===== config.mk =====
export PLATFORM = sky130hd
export DESIGN_NAME = base64_quad_decoder
export DESIGN_NICKNAME = d
export VERILOG_FILES = /design/src/design/b64q_pkg.sv /design/src/design/b64q_front.sv /design/src/design/b64q_fifo.sv /design/src/design/b64q_back.sv /design/src/design/base64_quad_decoder.sv
export SDC_FILE = /design/constraint.sdc
export NUM_CORES = 1
export LEC_CHECK = 0
export BUFFER_PORTS_ARGS = -buffer_cell sky130_fd_sc_hd__buf_2
export CAP_MARGIN = 0
export CORE_UTILIZATION = 30
export CTS_BUF_LIST = sky130_fd_sc_hd__clkbuf_8 sky130_fd_sc_hd__clkbuf_16
export DETAILED_ROUTE_END_ITERATION = 12
export PLACE_DENSITY = 0.48
export RECOVER_POWER = 25
export REMOVE_ABC_BUFFERS = 1
export SYNTH_ARGS = -nofsm -noshare
export SYNTH_HDL_FRONTEND = slang
export SYNTH_HIERARCHICAL = 1
export SYNTH_SLANG_ARGS = --single-unit

===== constraint.sdc =====
create_clock -name clk -period 7.79 [get_ports clk]
set_clock_uncertainty 0.15 [all_clocks]
set_input_delay 1.9475 -clock clk [delete_from_list [all_inputs] [get_ports clk]]
set_output_delay 1.9475 -clock clk [all_outputs]
set_load 0.01 [all_outputs]

===== src/design/b64q_pkg.sv =====
// b64q_pkg: shared types, codes and the character map for the base64 quad decoder.
// No dependencies.
package b64q_pkg;

  localparam logic [7:0] PAD_CHAR = 8'h3D;

  localparam logic [1:0] STATUS_OK           = 2'd0;
  localparam logic [1:0] STATUS_BAD_LENGTH   = 2'd1;
  localparam logic [1:0] STATUS_BAD_CHAR     = 2'd2;
  localparam logic [1:0] STATUS_PAD_MISMATCH = 2'd3;

  localparam logic KIND_DATA   = 1'b0;
  localparam logic KIND_STATUS = 1'b1;

  localparam logic [2:0] COUNT_EMPTY = 3'd0;
  localparam logic [2:0] COUNT_FULL  = 3'd4;

  // mask bits of a queued word: three data bytes then the closing status
  localparam int MASK_D0     = 0;
  localparam int MASK_D1     = 1;
  localparam int MASK_D2     = 2;
  localparam int MASK_STATUS = 3;

  typedef struct packed {
    logic [3:0] mask;
    logic [7:0] data0;
    logic [7:0] data1;
    logic [7:0] data2;
    logic [1:0] status;
  } rec_t;

  typedef struct packed {
    logic       invalid;
    logic [5:0] value;
  } sextet_t;

  function automatic sextet_t sextet(input logic [7:0] ch);
    sextet_t s;
    logic [7:0] t;
    s = '{invalid: 1'b0, value: 6'd0};
    t = 8'd0;
    if (ch >= 8'h41 && ch <= 8'h5A) begin
      t = ch - 8'd65;
      s.value = t[5:0];
    end else if (ch >= 8'h61 && ch <= 8'h7A) begin
      t = ch - 8'd71;
      s.value = t[5:0];
    end else if (ch >= 8'h30 && ch <= 8'h39) begin
      t = ch + 8'd4;
      s.value = t[5:0];
    end else if (ch == 8'h2B) begin
      s.value = 6'd62;
    end else if (ch == 8'h2F) begin
      s.value = 6'd63;
    end else begin
      s.invalid = 1'b1;
    end
    return s;
  endfunction

endpackage


===== src/design/b64q_front.sv =====
// b64q_front: accepts quads, maps characters, tracks error and padding state,
// and builds one queued word per item that yields results. Uses b64q_pkg.
module b64q_front (
  input  logic             clk,
  input  logic             rst,
  input  logic             push,
  output logic             full,
  input  logic [7:0]       text0,
  input  logic [7:0]       text1,
  input  logic [7:0]       text2,
  input  logic [7:0]       text3,
  input  logic [2:0]       text_count,
  input  logic             last_quad,
  input  logic             q_full,
  output logic             q_write,
  output b64q_pkg::rec_t   q_data
);

  logic [1:0] fail_code, fail_code_next;
  logic [1:0] skipped_bytes, skipped_bytes_next;
  logic [1:0] final_pad, final_pad_next;

  b64q_pkg::sextet_t sa, sb, sc, sd;
  logic       accept, is_quad, bad_len, pad2, pad3, bad, emit;
  logic [2:0] skip_sum;
  logic [1:0] pad_cnt, c_low, end_status;

  assign full   = q_full;
  assign accept = push && !q_full;

  always_comb begin
    sa = b64q_pkg::sextet(text0);
    sb = b64q_pkg::sextet(text1);
    sc = b64q_pkg::sextet(text2);
    sd = b64q_pkg::sextet(text3);
    pad2 = (text2 == b64q_pkg::PAD_CHAR);
    pad3 = (text3 == b64q_pkg::PAD_CHAR);
    is_quad = (text_count == b64q_pkg::COUNT_FULL);
    bad_len = !is_quad && (text_count != b64q_pkg::COUNT_EMPTY);
    bad = sa.invalid || sb.invalid || (sc.invalid && !pad2) || (sd.invalid && !pad3);
    emit = is_quad && !bad && (fail_code == b64q_pkg::STATUS_OK);

    fail_code_next = fail_code;
    if (is_quad && bad && fail_code == b64q_pkg::STATUS_OK)
      fail_code_next = b64q_pkg::STATUS_BAD_CHAR;
    if (bad_len)
      fail_code_next = b64q_pkg::STATUS_BAD_LENGTH;

    pad_cnt  = {1'b0, pad2} + {1'b0, pad3};
    skip_sum = {1'b0, skipped_bytes} + {1'b0, pad_cnt};
    skipped_bytes_next = skipped_bytes;
    final_pad_next     = final_pad;
    if (is_quad) begin
      skipped_bytes_next = skip_sum[2] ? 2'd3 : skip_sum[1:0];
      final_pad_next     = pad_cnt;
    end

    end_status = fail_code_next;
    if (end_status == b64q_pkg::STATUS_OK && skipped_bytes_next != final_pad_next)
      end_status = b64q_pkg::STATUS_PAD_MISMATCH;

    c_low = pad2 ? 2'b11 : sc.value[1:0];
    q_data.mask[b64q_pkg::MASK_D0]     = emit;
    q_data.mask[b64q_pkg::MASK_D1]     = emit && !pad2;
    q_data.mask[b64q_pkg::MASK_D2]     = emit && !pad3;
    q_data.mask[b64q_pkg::MASK_STATUS] = last_quad;
    q_data.data0  = {sa.value, sb.value[5:4]};
    q_data.data1  = {sb.value[3:0], sc.value[5:2]};
    q_data.data2  = {c_low, sd.value};
    q_data.status = end_status;

    q_write = accept && (q_data.mask != 4'd0);
  end

  always_ff @(posedge clk) begin
    if (rst) begin
      fail_code     <= b64q_pkg::STATUS_OK;
      skipped_bytes <= 2'd0;
      final_pad     <= 2'd0;
    end else if (accept) begin
      if (last_quad) begin
        fail_code     <= b64q_pkg::STATUS_OK;
        skipped_bytes <= 2'd0;
        final_pad     <= 2'd0;
      end else begin
        fail_code     <= fail_code_next;
        skipped_bytes <= skipped_bytes_next;
        final_pad     <= final_pad_next;
      end
    end
  end

endmodule


===== src/design/b64q_fifo.sv =====
// b64q_fifo: short queue of decoded words between front and back.
// Uses b64q_pkg for the word type.
module b64q_fifo #(
  parameter int DEPTH = 4
) (
  input  logic           clk,
  input  logic           rst,
  input  logic           wr_en,
  input  b64q_pkg::rec_t wr_data,
  input  logic           rd_en,
  output b64q_pkg::rec_t rd_data,
  output logic           full,
  output logic           empty
);

  localparam int PTR_W = (DEPTH > 1) ? $clog2(DEPTH) : 1;
  localparam int CNT_W = $clog2(DEPTH + 1);

  b64q_pkg::rec_t mem [DEPTH];
  logic [PTR_W-1:0] wr_ptr, rd_ptr;
  logic [CNT_W-1:0] count;

  assign full    = (count == CNT_W'(DEPTH));
  assign empty   = (count == '0);
  assign rd_data = mem[rd_ptr];

  function automatic logic [PTR_W-1:0] bump(input logic [PTR_W-1:0] p);
    return (p == PTR_W'(DEPTH - 1)) ? '0 : p + PTR_W'(1);
  endfunction

  always_ff @(posedge clk) begin
    if (wr_en) mem[wr_ptr] <= wr_data;
  end

  always_ff @(posedge clk) begin
    if (rst) begin
      wr_ptr <= '0;
      rd_ptr <= '0;
      count  <= '0;
    end else begin
      if (wr_en) wr_ptr <= bump(wr_ptr);
      if (rd_en) rd_ptr <= bump(rd_ptr);
      if (wr_en && !rd_en)      count <= count + CNT_W'(1);
      else if (rd_en && !wr_en) count <= count - CNT_W'(1);
    end
  end

endmodule


===== src/design/b64q_back.sv =====
// b64q_back: takes queued words and hands out their results one per cycle while pop is held.
// Uses b64q_pkg.
module b64q_back (
  input  logic           clk,
  input  logic           rst,
  input  b64q_pkg::rec_t q_data,
  input  logic           q_empty,
  output logic           q_read,
  output logic           empty,
  input  logic           pop,
  output logic           result_kind,
  output logic [7:0]     data_byte,
  output logic [1:0]     status,
  output logic           last_result
);

  b64q_pkg::rec_t cur;
  logic [3:0]     mask_after;
  logic           taken;

  assign empty      = (cur.mask == 4'd0);
  assign taken      = pop && !empty;
  assign mask_after = cur.mask & (cur.mask - 4'd1);
  assign q_read     = !q_empty && (empty || (taken && mask_after == 4'd0));

  always_comb begin
    result_kind = b64q_pkg::KIND_DATA;
    data_byte   = 8'd0;
    status      = b64q_pkg::STATUS_OK;
    last_result = 1'b0;
    priority if (cur.mask[b64q_pkg::MASK_D0]) begin
      data_byte = cur.data0;
    end else if (cur.mask[b64q_pkg::MASK_D1]) begin
      data_byte = cur.data1;
    end else if (cur.mask[b64q_pkg::MASK_D2]) begin
      data_byte = cur.data2;
    end else begin
      result_kind = b64q_pkg::KIND_STATUS;
      status      = cur.status;
      last_result = 1'b1;
    end
  end

  always_ff @(posedge clk) begin
    if (rst) begin
      cur.mask <= 4'd0;
    end else if (q_read) begin
      cur <= q_data;
    end else if (taken) begin
      cur.mask <= mask_after;
    end
  end

endmodule


===== src/design/base64_quad_decoder.sv =====
// base64_quad_decoder: top level; front classifier, word queue, result sequencer.
// Depends on b64q_pkg, b64q_front, b64q_fifo, b64q_back.
//
//   channel   handshake      fields
//   input     push / full    text0..text3, text_count, last_quad
//   result    empty / pop    result_kind, data_byte, status, last_result
//
// The front takes one quad per cycle while the queue has room; the back
// sends one result per cycle while pop is held; a quad yields up to three
// data bytes, plus the closing status on the last quad.
// Reset clears the string state and empties the queue.
// A stalled result side backs up into the queue, then raises full.
module base64_quad_decoder #(
  parameter int FIFO_DEPTH = 4
) (
  input  logic       clk,
  input  logic       rst,
  input  logic       push,
  output logic       full,
  input  logic [7:0] text0,
  input  logic [7:0] text1,
  input  logic [7:0] text2,
  input  logic [7:0] text3,
  input  logic [2:0] text_count,
  input  logic       last_quad,
  output logic       empty,
  input  logic       pop,
  output logic       result_kind,
  output logic [7:0] data_byte,
  output logic [1:0] status,
  output logic       last_result
);

  b64q_pkg::rec_t wr_data, rd_data;
  logic q_write, q_read, q_full, q_empty;

  b64q_front u_front (
    .clk, .rst, .push, .full,
    .text0, .text1, .text2, .text3, .text_count, .last_quad,
    .q_full  (q_full),
    .q_write (q_write),
    .q_data  (wr_data)
  );

  b64q_fifo #(.DEPTH(FIFO_DEPTH)) u_fifo (
    .clk, .rst,
    .wr_en   (q_write),
    .wr_data (wr_data),
    .rd_en   (q_read),
    .rd_data (rd_data),
    .full    (q_full),
    .empty   (q_empty)
  );

  b64q_back u_back (
    .clk, .rst,
    .q_data  (rd_data),
    .q_empty (q_empty),
    .q_read  (q_read),
    .empty, .pop, .result_kind, .data_byte, .status, .last_result
  );

endmodule

==> results by group, run 1 <==
Pwr
  • PnR Total Power: 0.002621 W
  • Cell Pwr Density: around 260 nW/µm²
  • Leakage: 3.575 nW
  • Max VDD drop: roughly 180 µV

Clock network
  • Post-CTS setup repair buffer count: 0
  • H-Tree Depth: 4
  • Hold_buf cts: 0
  • Clk buf depth: 2
  • # clock sinks: 165
  • Clock-pin slew on the worst setup and hold paths: 0.06 ns
  • CTS buffer count: 17
  • CTS root buf: clkbuf_16
  • CTS tree: built
  • Clock Latency Late Sink: 0.41 ns
  • Cts repair resizes: 0

Die
  • Die area: 30210 µm²
  • Chip width: 173.8 µm
  • Placement Rows: 62
  • IO Count: between 50 and 60
  • Core Area: 28860 µm²
  • Die Y: 173.8 µm
  • Initial Util: 30.68%

Logic synthesis
  • Sequential area share after synthesis: 53.81%
  • Cell area after synthesis: 8855 µm²
  • Flops & latches, synth: 165
  • Top cells by count, synth: edfxtp_1, ha_1, nand2_1
  • Synth cell types: 93
  • Syn Inst Count: 682
  • Synthesized area per cell: 12.98 µm²
  • Synth area leader: edfxtp_1
  • Async S/R FF share, synth: 0%
  • Syn. warnings: 6
  • Number of enable flip-flop cells after synthesis: around 150
  • Dominant synthesized flop cell: edfxtp_1
  • Most common cell in the netlist: edfxtp_1
  • Yosys top cell area share: about half
  • Largest cells by area after synthesis: edfxtp_1, mux4_2, ha_1, dfxtp_1, nand2_1

Worst hold path
  • Hold depth: 2
  • Min-delay worst type: reg2reg

Drt
  • Vias: roughly 5700
  • Vias/cell: 5.010
  • TritonRoute pass-1 iters: 5
  • Routed wire length per instance: 17.01 µm
  • Iter 0 DRT Violations: 372
  • DRT Wirelength: 19240 µm
  • Routed Antenna Nets: 0
  • Residual DRC count: 0

Placement
  • Dpl hpwl: 13100 µm
  • I/O Buffers: 53
  • Placed instance count: 1100
  • Placer congestion estimate: 0.8036

Global route
  • First-pass GRT wire length: a little over 30000 µm
  • GR Util met3: 2.566%
  • Antenna violations before repair: 0
  • Gr ovfl total: 0
  • Most Crowded Layer GR: met2
  • Vias in the first global route: 5592
  • GR met1 Demand/Resource: 18.08%
  • Met2 Use GR: 21.48%
  • Tot GR Track Use: 13.21%
  • Largest net degree at the start of global routing: 31

Outcome
  • Status: complete, but fails checks
  • Failing checks: max-capacitance violations, max-slew violations

Timing
  • Tcrit/Tclk final: 70.49%
  • Final min period: 5.491 ns
  • Setup violators final: 0
  • Slew Limit Fails: 58
  • Hold Violations, Final: 0
  • Tightest Pin Transition: between 2 and 3 ns
  • Slew margin rel.: -82.11%
  • Final setup TNS: 0 ns
  • Peak Freq: 182.1 MHz
  • Unrepaired setup endpoints after global routing: no

Finish
  • # diodes: 0
  • Area Growth Syn to Fin: 13.55%
  • Final net count: between 800 and 900
  • Share of cells above drive strength 1: 18.61%
  • Post-layout util: 34.84%
  • Post-Layout Cell Count: 1131

Critical path
  • Critical Path RT: 7.99 ns
  • Worst-path fanout max: 13
  • Worst-path cell chain: clkbuf_1 > inv_1 > ha_1 > a21o_1 > and2_4 > a211oi_1 > a31o_2 > o2111ai_2 > a21oi_2 > ha_1 > inv_1 > fa_1 > xor2_1 > or3_1 > a21oi_1
  • Critical Path Max Stage Delay: roughly 0.41 ns
  • Reg2Reg Depth: 4
  • Worst path arrival time: between 5 and 6 ns
  • CP Class: in2reg
  • Crit path launch type: input pin
  • Reg2Reg Setup Slack: 4.20 ns
  • Endpoint class of the critical path: flop
  • Worst path slowest cell: clkbuf_1

Job
  • MaxCap Viol Count: 2
## routing by layer
| metal | vias to the layer above | wire length (µm) | share of wire (%) |
|---|---|---|---|
| met5 | - | 0 | 0 |
| met4 | 0 | 146 | 0.76 |
| met3 | 9 | 725 | 3.8 |
| met2 | 126 | 9262 | 48 |
| met1 | 2795 | 9109 | 47 |
| li1 | 2736 | - | - |
## critical path, delay by kind of cell
family	cells	cell delay, ns
AO/OA/AOI/OAI	6	1.48
adder cells (fa/ha/maj)	3	0.95
buffers and inverters	3	0.67
AND/OR/NAND/NOR	2	0.47
XOR/XNOR	1	0.15
## final timing paths
| path | from | endpoint |
|---|---|---|
| max | text3[2] | u_fifo/count[2] |
| min | u_front/skipped_bytes[0] | u_front/skipped_bytes[0] |
| min reg2reg | u_front/skipped_bytes[0] | u_front/skipped_bytes[0] |
| max reg2reg | flop | u_back/cur[26] |
## flip-flops by register name (all words and copies together) (netlist names), named ones only
register	cells
u_fifo/rd_ptr	2
u_front/skipped_bytes	2
u_back/cur	30
u_fifo/count	3
u_front/final_pad	2
u_fifo/mem	120
u_front/fail_code	2
u_fifo/wr_ptr	2
## layout make-up
cell class,count,area (µm²)
Tap cell,384,480.5
Inverter,41,153.9
Multi-Input combinational cell,448,3741
Clock buffer,17,425.4
Sequential cell,165,4766
Fill cell,2827,18800
Clock inverter,14,171.4
Timing Repair Buffer,62,316.6
## per-stage QoR
step	worst slack, ns	area (µm²)	hold slack (ns)
2_1_floorplan	2.740	8676	0.3061
3_3_place_gp	2.174	9497	0.3378
3_5_place_dp	2.115	9497	0.3369
4_1_cts	2.558	10090	0.3462
5_1_grt	2.040	10050	0.3803
6_report	2.299	10050	0.3424
## cells by family (layout without fill, tap and decap cells)
logic type / Yosys count / count (layout) / share of synthesized area (%)
AND/OR/NAND/NOR: 185 / 185 / 11.91
AO/OA/AOI/OAI: 169 / 169 / 14.29
multiplexers: 36 / 36 / 8.309
XOR/XNOR: 10 / 10 / 0.9891
flip-flops: 165 / 165 / 53.81
buffers and inverters: 69 / 134 / 3.759
adder cells (fa/ha/maj): 48 / 48 / 6.938
## placed cells by master (no fill, tap or decap), types with 4 or more instances in the layout
cell type | Yosys | final
buf_4 | 7 | 7
nand3b_1 | 4 | 4
or3_1 | 4 | 4
xor2_1 | 5 | 5
o21ai_1 | 17 | 15
xnor2_1 | 5 | 5
o221ai_1 | 6 | 6
a311oi_1 | 4 | 4
edfxtp_1 | 146 | 146
nor3b_1 | 6 | 6
a211oi_1 | 4 | 4
dfxtp_1 | 19 | 18
nor3_1 | 13 | 14
nand2_1 | 45 | 46
nand3_1 | 11 | 11
mux4_2 | 30 | 30
clkbuf_1 | 7 | 9
buf_2 | 7 | 46
o22ai_1 | 5 | 5
ha_1 | 45 | 45
nor2b_1 | 8 | 8
clkbuf_16 | 0 | 17
a21oi_1 | 27 | 27
mux2i_1 | 6 | 6
inv_1 | 41 | 45
a22oi_1 | 14 | 14
and2_1 | 12 | 11
nor2_1 | 37 | 37
a31oi_1 | 11 | 11
nand2b_1 | 12 | 12
bufinv_16 | 0 | 4
a21o_1 | 8 | 8
o21ai_0 | 18 | 21
## where the power goes
| part | switching, W | internal (W) |
|---|---|---|
| registers | 0.0000511 | 0.00109 |
| logic | 0.000352 | 0.000278 |
| clock network | 0.000318 | 0.000527 |
Note: power is estimated with default switching activity, not from simulation.
==> run 2, diff against run 1 <==
Settings changed: PLACE_DENSITY 0.48 to 0.5.
Clock period 7.79 ns to 4.8 ns, I/O delays scaled along.
==> run 2 against run 1 <==
  * The run still ends with max-capacitance violations, max-slew violations left
  * Register-to-register slack worse by 3.1 ns
  * First-iteration DRC count up 0.27%
  * Flip-flop and latch count unchanged
  * Combinational power is 50% higher
  * Via count increased by 1.1%
  * Die area unchanged
  * Cell count up 1.8%
  * Critical path type unchanged
==> results by group, run 2 (synthesis gave the netlist of run 1 again) <==
Drt
  • Routed wire length per instance: 16.96 µm (was 17.01 µm)
  • Vias/cell: 4.978 (was 5.010)
  • Routed Antenna Nets: 0 (unchanged)
  • DRT Wirelength: 19520 µm (was 19240 µm)
  • Vias: 5730 (was 5666)
  • TritonRoute pass-1 iters: 5 (unchanged)
  • Iter 0 DRT Violations: 373 (was 372)
  • Residual DRC count: 0 (unchanged)

Pwr
  • Cell Pwr Density: 406.9 nW/µm² (was 260.7 nW/µm²)
  • Leakage: 3.650 nW (was 3.575 nW)
  • Max VDD drop: 322.5 µV (was 183.8 µV)

Finish
  • # diodes: 0 (unchanged)
  • Share of cells above drive strength 1: 20.86% (was 18.61%)
  • Max reg flops: 120 (unchanged)
  • Largest regs: u_fifo/mem x120, u_back/cur x30, u_fifo/count x3 (unchanged)
  • Area Growth Syn to Fin: 15.20% (was 13.55%)
  • Commonest non-fill, non-tap cells in the layout: edfxtp_1, buf_2, nand2_1, ha_1, inv_1 (was edfxtp_1, buf_2, nand2_1)
  • Final net count: 841 (was 822)
  • Post-layout util: 35.35% (was 34.84%)
  • Biggest register: u_fifo/mem (unchanged)
  • Most common cell after layout, fill and taps aside: edfxtp_1 (unchanged)

Critical path
  • CP Class: in2reg (unchanged)
  • Critical Path Max Stage Delay: 0.47 ns (was 0.41 ns)
  • Critical Path RT: 5.00 ns (was 7.99 ns)
  • Worst path arrival time: 4.63 ns (was 5.69 ns)
  • Worst path slowest cell: or3_1 (was clkbuf_1)
  • Delay-heaviest family, CP: simple AND/OR/NAND/NOR gates (was compound AO/OA/AOI/OAI gates)
  • Crit path launch type: input pin (unchanged)
  • Worst-path fanout max: 11 (was 13)
  • Endpoint class of the critical path: flop (unchanged)
  • Reg2Reg Setup Slack: 1.11 ns (was 4.20 ns)
  • Worst-path cell chain: clkbuf_1 > inv_1 > ha_1 > a21o_1 > o211a_1 > or3_1 > nand2_4 > o2111ai_2 > a21oi_2 > ha_1 > inv_1 > fa_1 > xor2_1 > or3_1 > a21oi_1 (was clkbuf_1 > inv_1 > ha_1 > a21o_1 > and2_4 > a211oi_1 > a31o_2 > o2111ai_2 > a21oi_2 > ha_1 > inv_1 > fa_1 > xor2_1 > or3_1 > a21oi_1)
  • Crit path buffers/inverters: 3 (unchanged)

Timing
  • Tightest Pin Transition: 1.582 ns (was 2.732 ns)
  • Hold Violations, Final: 0 (unchanged)
  • Final setup TNS: 0 ns (unchanged)
  • Unrepaired setup endpoints after global routing: no (unchanged)
  • Slew margin rel.: -5.631% (was -82.11%)
  • Slew Limit Fails: 50 (was 58)
  • Setup violators final: 0 (unchanged)
  • Peak Freq: between 200 and 250 MHz
  • Final hold slack: 0.3553 ns (was 0.3424 ns)
  • Final min period: 4.434 ns
  • Tcrit/Tclk final: slightly above 90%

Clock network
  • Clk buf depth: 2 (unchanged)
  • CTS tree: built (unchanged)
  • Post-CTS setup repair buffer count: 0 (unchanged)
  • Clock Latency Late Sink: 0.42 ns (was 0.41 ns)
  • Cts repair resizes: 0 (unchanged)
  • Hold_buf cts: 0 (unchanged)
  • CTS root buf: clkbuf_16 (unchanged)
  • CTS buffer count: 17 (unchanged)
  • Clock-pin slew on the worst setup and hold paths: 0.06 ns (about the same)
  • H-Tree Depth: 4 (unchanged)
  • # clock sinks: 165 (unchanged)

Placement
  • Dpl hpwl: 13490 µm (was 13100 µm)
  • I/O Buffers: 53 (unchanged)
  • Placer congestion estimate: 0.8253 (was 0.8036)

Die
  • Core Area: 28860 µm² (unchanged)
  • Chip width: 173.8 µm (unchanged)
  • Die area: 30210 µm² (unchanged)
  • Placement Rows: 62 (unchanged)
  • Die Y: 173.8 µm (unchanged)
  • IO Count: 54 (unchanged)
  • Initial Util: 30.68% (unchanged)

Global route
  • GR Util met3: 2.917% (was 2.566%)
  • Most Crowded Layer GR: met2 (unchanged)
  • Met2 Use GR: 22.07% (was 21.48%)
  • Largest net degree at the start of global routing: 31 (unchanged)
  • Tot GR Track Use: 13.43% (was 13.21%)
  • Vias in the first global route: 5633 (was 5592)
  • Gr ovfl total: 0 (unchanged)
  • GR met1 Demand/Resource: 17.84% (was 18.08%)
  • Antenna violations before repair: 0 (unchanged)
  • First-pass GRT wire length: 31410 µm (was 30980 µm)

Worst hold path
  • Min-delay worst type: reg2reg (unchanged)

Outcome
  • Status: complete, but fails checks (unchanged)
  • Failing checks: max-capacitance violations, max-slew violations (unchanged)

Job
  • MaxCap Viol Count: 2 (unchanged)
run 2: changes by cell type in the layout (fill, tap and decap cells not counted), sizes merged:
cell,before,now
clkinvlp,2,1
buf,53,72
clkinv,4,7
bufinv,4,1
inv,45,47
run 2: metrics by stage:
stage | std cells | setup slack (ns) | instance area [µm²] | power, W
after CTS | 1151 | 0.4841 | 10240 | 0.004239
after detailed placement | 1119 | 0.06546 | 9689 | 0.002963
after global placement | 1119 | 0.1444 | 9689 | 0.002960
after floorplan | 654 | 0.4979 | 8676 | 0.002579
after global routing | 1151 | 0.1125 | 10200 | 0.004368
final | 1151 | 0.3656 | 10200 | 0.004151
run 2: where the power goes:
part           internal, W  switching (W)
registers          0.00177       0.000165
logic             0.000455       0.000491
clock network     0.000717       0.000549
run 2: tightest hold or removal path, stage by stage, from the launching register on:
cell	delay (ns)
dfxtp_1	0.34
nand2_1	0.06
a21oi_1	0.06
run 2: area by class of cell:
| class | instances | area [µm²] |
|---|---|---|
| fill | 2880 | 18660 |
| inverter | 41 | 153.9 |
| sequential | 165 | 4765 |
| clock buffer | 17 | 425.4 |
| tap | 384 | 480.5 |
| timing repair buffer | 81 | 504.2 |
| clock inverter | 15 | 130.1 |
| multi-input combinational | 448 | 3742 |
run 2: path summary, 6_finish.rpt:
kind                       startpoint                  endpoint  cells past startpoint
max                          text0[2]           u_fifo/count[2]                     15
min          u_front/skipped_bytes[0]  u_front/skipped_bytes[0]                      2
max reg2reg            u_back/cur[26]           u_fifo/count[2]                     10
min reg2reg  u_front/skipped_bytes[0]  u_front/skipped_bytes[0]                      2
run 2: per-layer routing:
metal | up-vias | part of all wire (%)
met5 | - | 0
met4 | 0 | 1.0
met3 | 9 | 3.7
met2 | 94 | 49
met1 | 2849 | 47
li1 | 2778 | -
==> run 3, diff against run 2 <==
Settings changed: CORE_ASPECT_RATIO from default to 0.6.
==> run 3 against run 2 <==
  * The run still ends with max-capacitance violations, max-slew violations left
  * Cell count increased by 2.2%
  * First-iteration DRC count grew 53%
  * Core utilization up 0.39 points
  * Sequential power about the same
  * Non-clock buffer count grew 9
  * Combinational power rose by 2.7%
  * Sequential share of layout area shrank 0.56 points
  * Hold slack lost 0.011 ns
  * Count of clock-buffer cells in the layout is the same
  * Design area rose by 1.2%
  * Clock power increased by 7%
  * Critical path type unchanged
  * Highest routed layer unchanged
==> results by group, run 3 (synthesis gave the netlist of run 1 again) <==
Outcome
  • Status: complete, but fails checks (unchanged)
  • Failing checks: max-capacitance violations, max-slew violations (unchanged)

Critical path
  • CP startpoint: text0[0] (was text0[2])
  • Reg2Reg Setup Slack: 1.08 ns (was 1.11 ns)
  • R2r endpoint: u_fifo/count[2] (unchanged)
  • Worst path arrival time: 4.53 ns (was 4.63 ns)
  • CP Class: in2reg (unchanged)
  • Crit path launch type: input pin (unchanged)
  • Setup crit end: u_fifo/count[2] (unchanged)
  • Reg2Reg Depth: 10 (unchanged)
  • Reg2Reg Launch Point: u_back/cur[26] (unchanged)
  • Endpoint class of the critical path: flop (unchanged)
  • Critical Path RT: 5.00 ns (about the same)
  • Worst-path fanout max: 9 (was 11)

Die
  • Initial Util: 30.65% (was 30.68%)
  • Chip width: 223.8 µm (was 173.8 µm)
  • Die Y: 135.1 µm (was 173.8 µm)
  • Core Area: 28890 µm² (was 28860 µm²)
  • Die area: 30230 µm² (was 30210 µm²)
  • Placement Rows: 48 (was 62)
  • IO Count: 54 (unchanged)

Job
  • MaxCap Viol Count: 2 (unchanged)

Clock network
  • Clock-pin slew on the worst setup and hold paths: 0.07 ns (was 0.06 ns)
  • CTS tree: built (unchanged)
  • Hold_buf cts: 0 (unchanged)
  • Clk buf depth: 2 (unchanged)
  • CTS root buf: clkbuf_16 (unchanged)
  • CTS buffer count: 17 (unchanged)
  • Clock Latency Late Sink: 0.43 ns (was 0.42 ns)
  • Cts repair resizes: 0 (unchanged)
  • H-Tree Depth: 4 (unchanged)
  • # clock sinks: 165 (unchanged)
  • Post-CTS setup repair buffer count: 0 (unchanged)

Finish
  • Area Growth Syn to Fin: 16.60% (was 15.20%)
  • Most common cell after layout, fill and taps aside: edfxtp_1 (unchanged)
  • Post-Layout Cell Count: 1176 (was 1151)
  • Filler Cells Inserted: 2803 (was 2880)
  • Final net count: 850 (was 841)
  • Largest regs: u_fifo/mem x120, u_back/cur x30, u_fifo/count x3 (unchanged)
  • Max reg flops: 120 (unchanged)
  • Biggest register: u_fifo/mem (unchanged)
  • Share of cells above drive strength 1: 22.42% (was 20.86%)
  • # diodes: 0 (unchanged)
  • Commonest non-fill, non-tap cells in the layout: edfxtp_1, buf_2, nand2_1 (was edfxtp_1, buf_2, nand2_1, ha_1, inv_1)

Drt
  • Routed wire length per instance: 17.63 µm (was 16.96 µm)
  • Vias: 5889 (was 5730)
  • Routed Antenna Nets: 0 (unchanged)
  • Residual DRC count: 0 (unchanged)
  • DRT Wirelength: 20730 µm (was 19520 µm)
  • Iter 0 DRT Violations: 569 (was 373)
  • Vias/cell: 5.008 (was 4.978)
  • TritonRoute pass-1 iters: 5 (unchanged)

Timing
  • Final setup TNS: 0 ns (unchanged)
  • Setup violators final: 0 (unchanged)
  • Unrepaired setup endpoints after global routing: no (unchanged)
  • Peak Freq: 231.4 MHz (was 225.5 MHz)
  • Slew Limit Fails: 49 (was 50)
  • Hold Violations, Final: 0 (unchanged)
  • Tightest Pin Transition: 1.793 ns (was 1.582 ns)
  • Final hold slack: 0.3443 ns (was 0.3553 ns)
  • Slew margin rel.: -19.52% (was -5.631%)
  • Final min period: 4.321 ns (was 4.434 ns)
  • Tcrit/Tclk final: 90.03% (was 92.38%)

Global route
  • Tot GR Track Use: 14.37% (was 13.43%)
  • Antenna violations before repair: 0 (unchanged)
  • Largest net degree at the start of global routing: 27 (was 31)
  • Gr ovfl total: 0 (unchanged)
  • Vias in the first global route: 5481 (was 5633)
  • First-pass GRT wire length: 32900 µm (was 31410 µm)

Pwr
  • Cell Pwr Density: 414.7 nW/µm² (was 406.9 nW/µm²)
  • Leakage: 3.722 nW (was 3.650 nW)
  • PnR Total Power: 0.004282 W (was 0.004151 W)
  • Max VDD drop: 213.1 µV (was 322.5 µV)

Placement
  • I/O Buffers: 53 (unchanged)
  • Dpl hpwl: 14530 µm (was 13490 µm)
  • Placer congestion estimate: 0.8486 (was 0.8253)
  • Placed instance count: 1144 (was 1119)

Worst hold path
  • Min-delay worst type: reg2reg (unchanged)
run 3: changes by cell type in the layout (fill, tap and decap cells not counted), moves of 2 or more:
cell,before,now
buf_4,20,31
clkbuf_1,9,7
clkinv_1,3,0
clkinv_8,0,5
inv_6,4,2
inv_8,1,5
run 3: how the worst min path moves through the flow:
stage / start / endpoint / cells after the start
after floorplan: u_front/skipped_bytes[0] / u_front/skipped_bytes[0] / 2
after global placement: u_front/skipped_bytes[0] / u_front/skipped_bytes[0] / 2
after detailed placement: u_front/skipped_bytes[0] / u_front/skipped_bytes[0] / 2
after CTS: u_front/skipped_bytes[0] / u_front/skipped_bytes[0] / 2
after global routing: u_front/skipped_bytes[0] / u_front/skipped_bytes[0] / 2
final: u_front/skipped_bytes[0] / u_front/skipped_bytes[0] / 2
run 3: cell type report:
cell class / count / area, µm² / share of cell area (%)
Clock inverter: 15 / 181.4 / 1.757
Timing Repair Buffer: 90 / 564.3 / 5.465
Tap cell: 400 / 500.5 / 4.847
Sequential cell: 165 / 4765 / 46.15
Clock buffer: 17 / 425.4 / 4.120
Inverter: 41 / 153.9 / 1.491
Multi-Input combinational cell: 448 / 3735 / 36.17
run 3: metal layers:
metal	global-route usage (%)	up-vias	wire length, µm
met5	0	-	0
met4	3.311	0	155
met3	2.502	12	934
met2	18.81	183	7997
met1	23.68	2901	11650
li1	-	2793	-
run 3: metrics by stage:
step                setup slack [ns]  utilization, %  instance area (µm²)
global placement              0.2107           33.80                 9764
floorplan                     0.4979               -                 8676
detailed placement            0.2005           33.80                 9764
global route                  0.2360           35.74                10320
finish                        0.4785           35.74                10320
CTS                           0.6129           35.90                10370
run 3: power by group:
group / total [W] / switching [W] / internal, W
registers: 0.00195 / 0.000175 / 0.00177
clock network: 0.00136 / 0.000653 / 0.000707
logic: 0.000972 / 0.000510 / 0.000461
run 3: critical path: stages:
cell and delay, ns:
clkbuf_1 0.35, inv_1 0.20, ha_1 0.32, nand2b_1 0.12, a22oi_1 0.08, or3_1 0.38, nand2_1 0.20, o2111ai_2 0.17
a21oi_2 0.27, ha_1 0.21, inv_1 0.06, fa_1 0.37, xor2_1 0.15, or3_1 0.31, a21oi_1 0.14
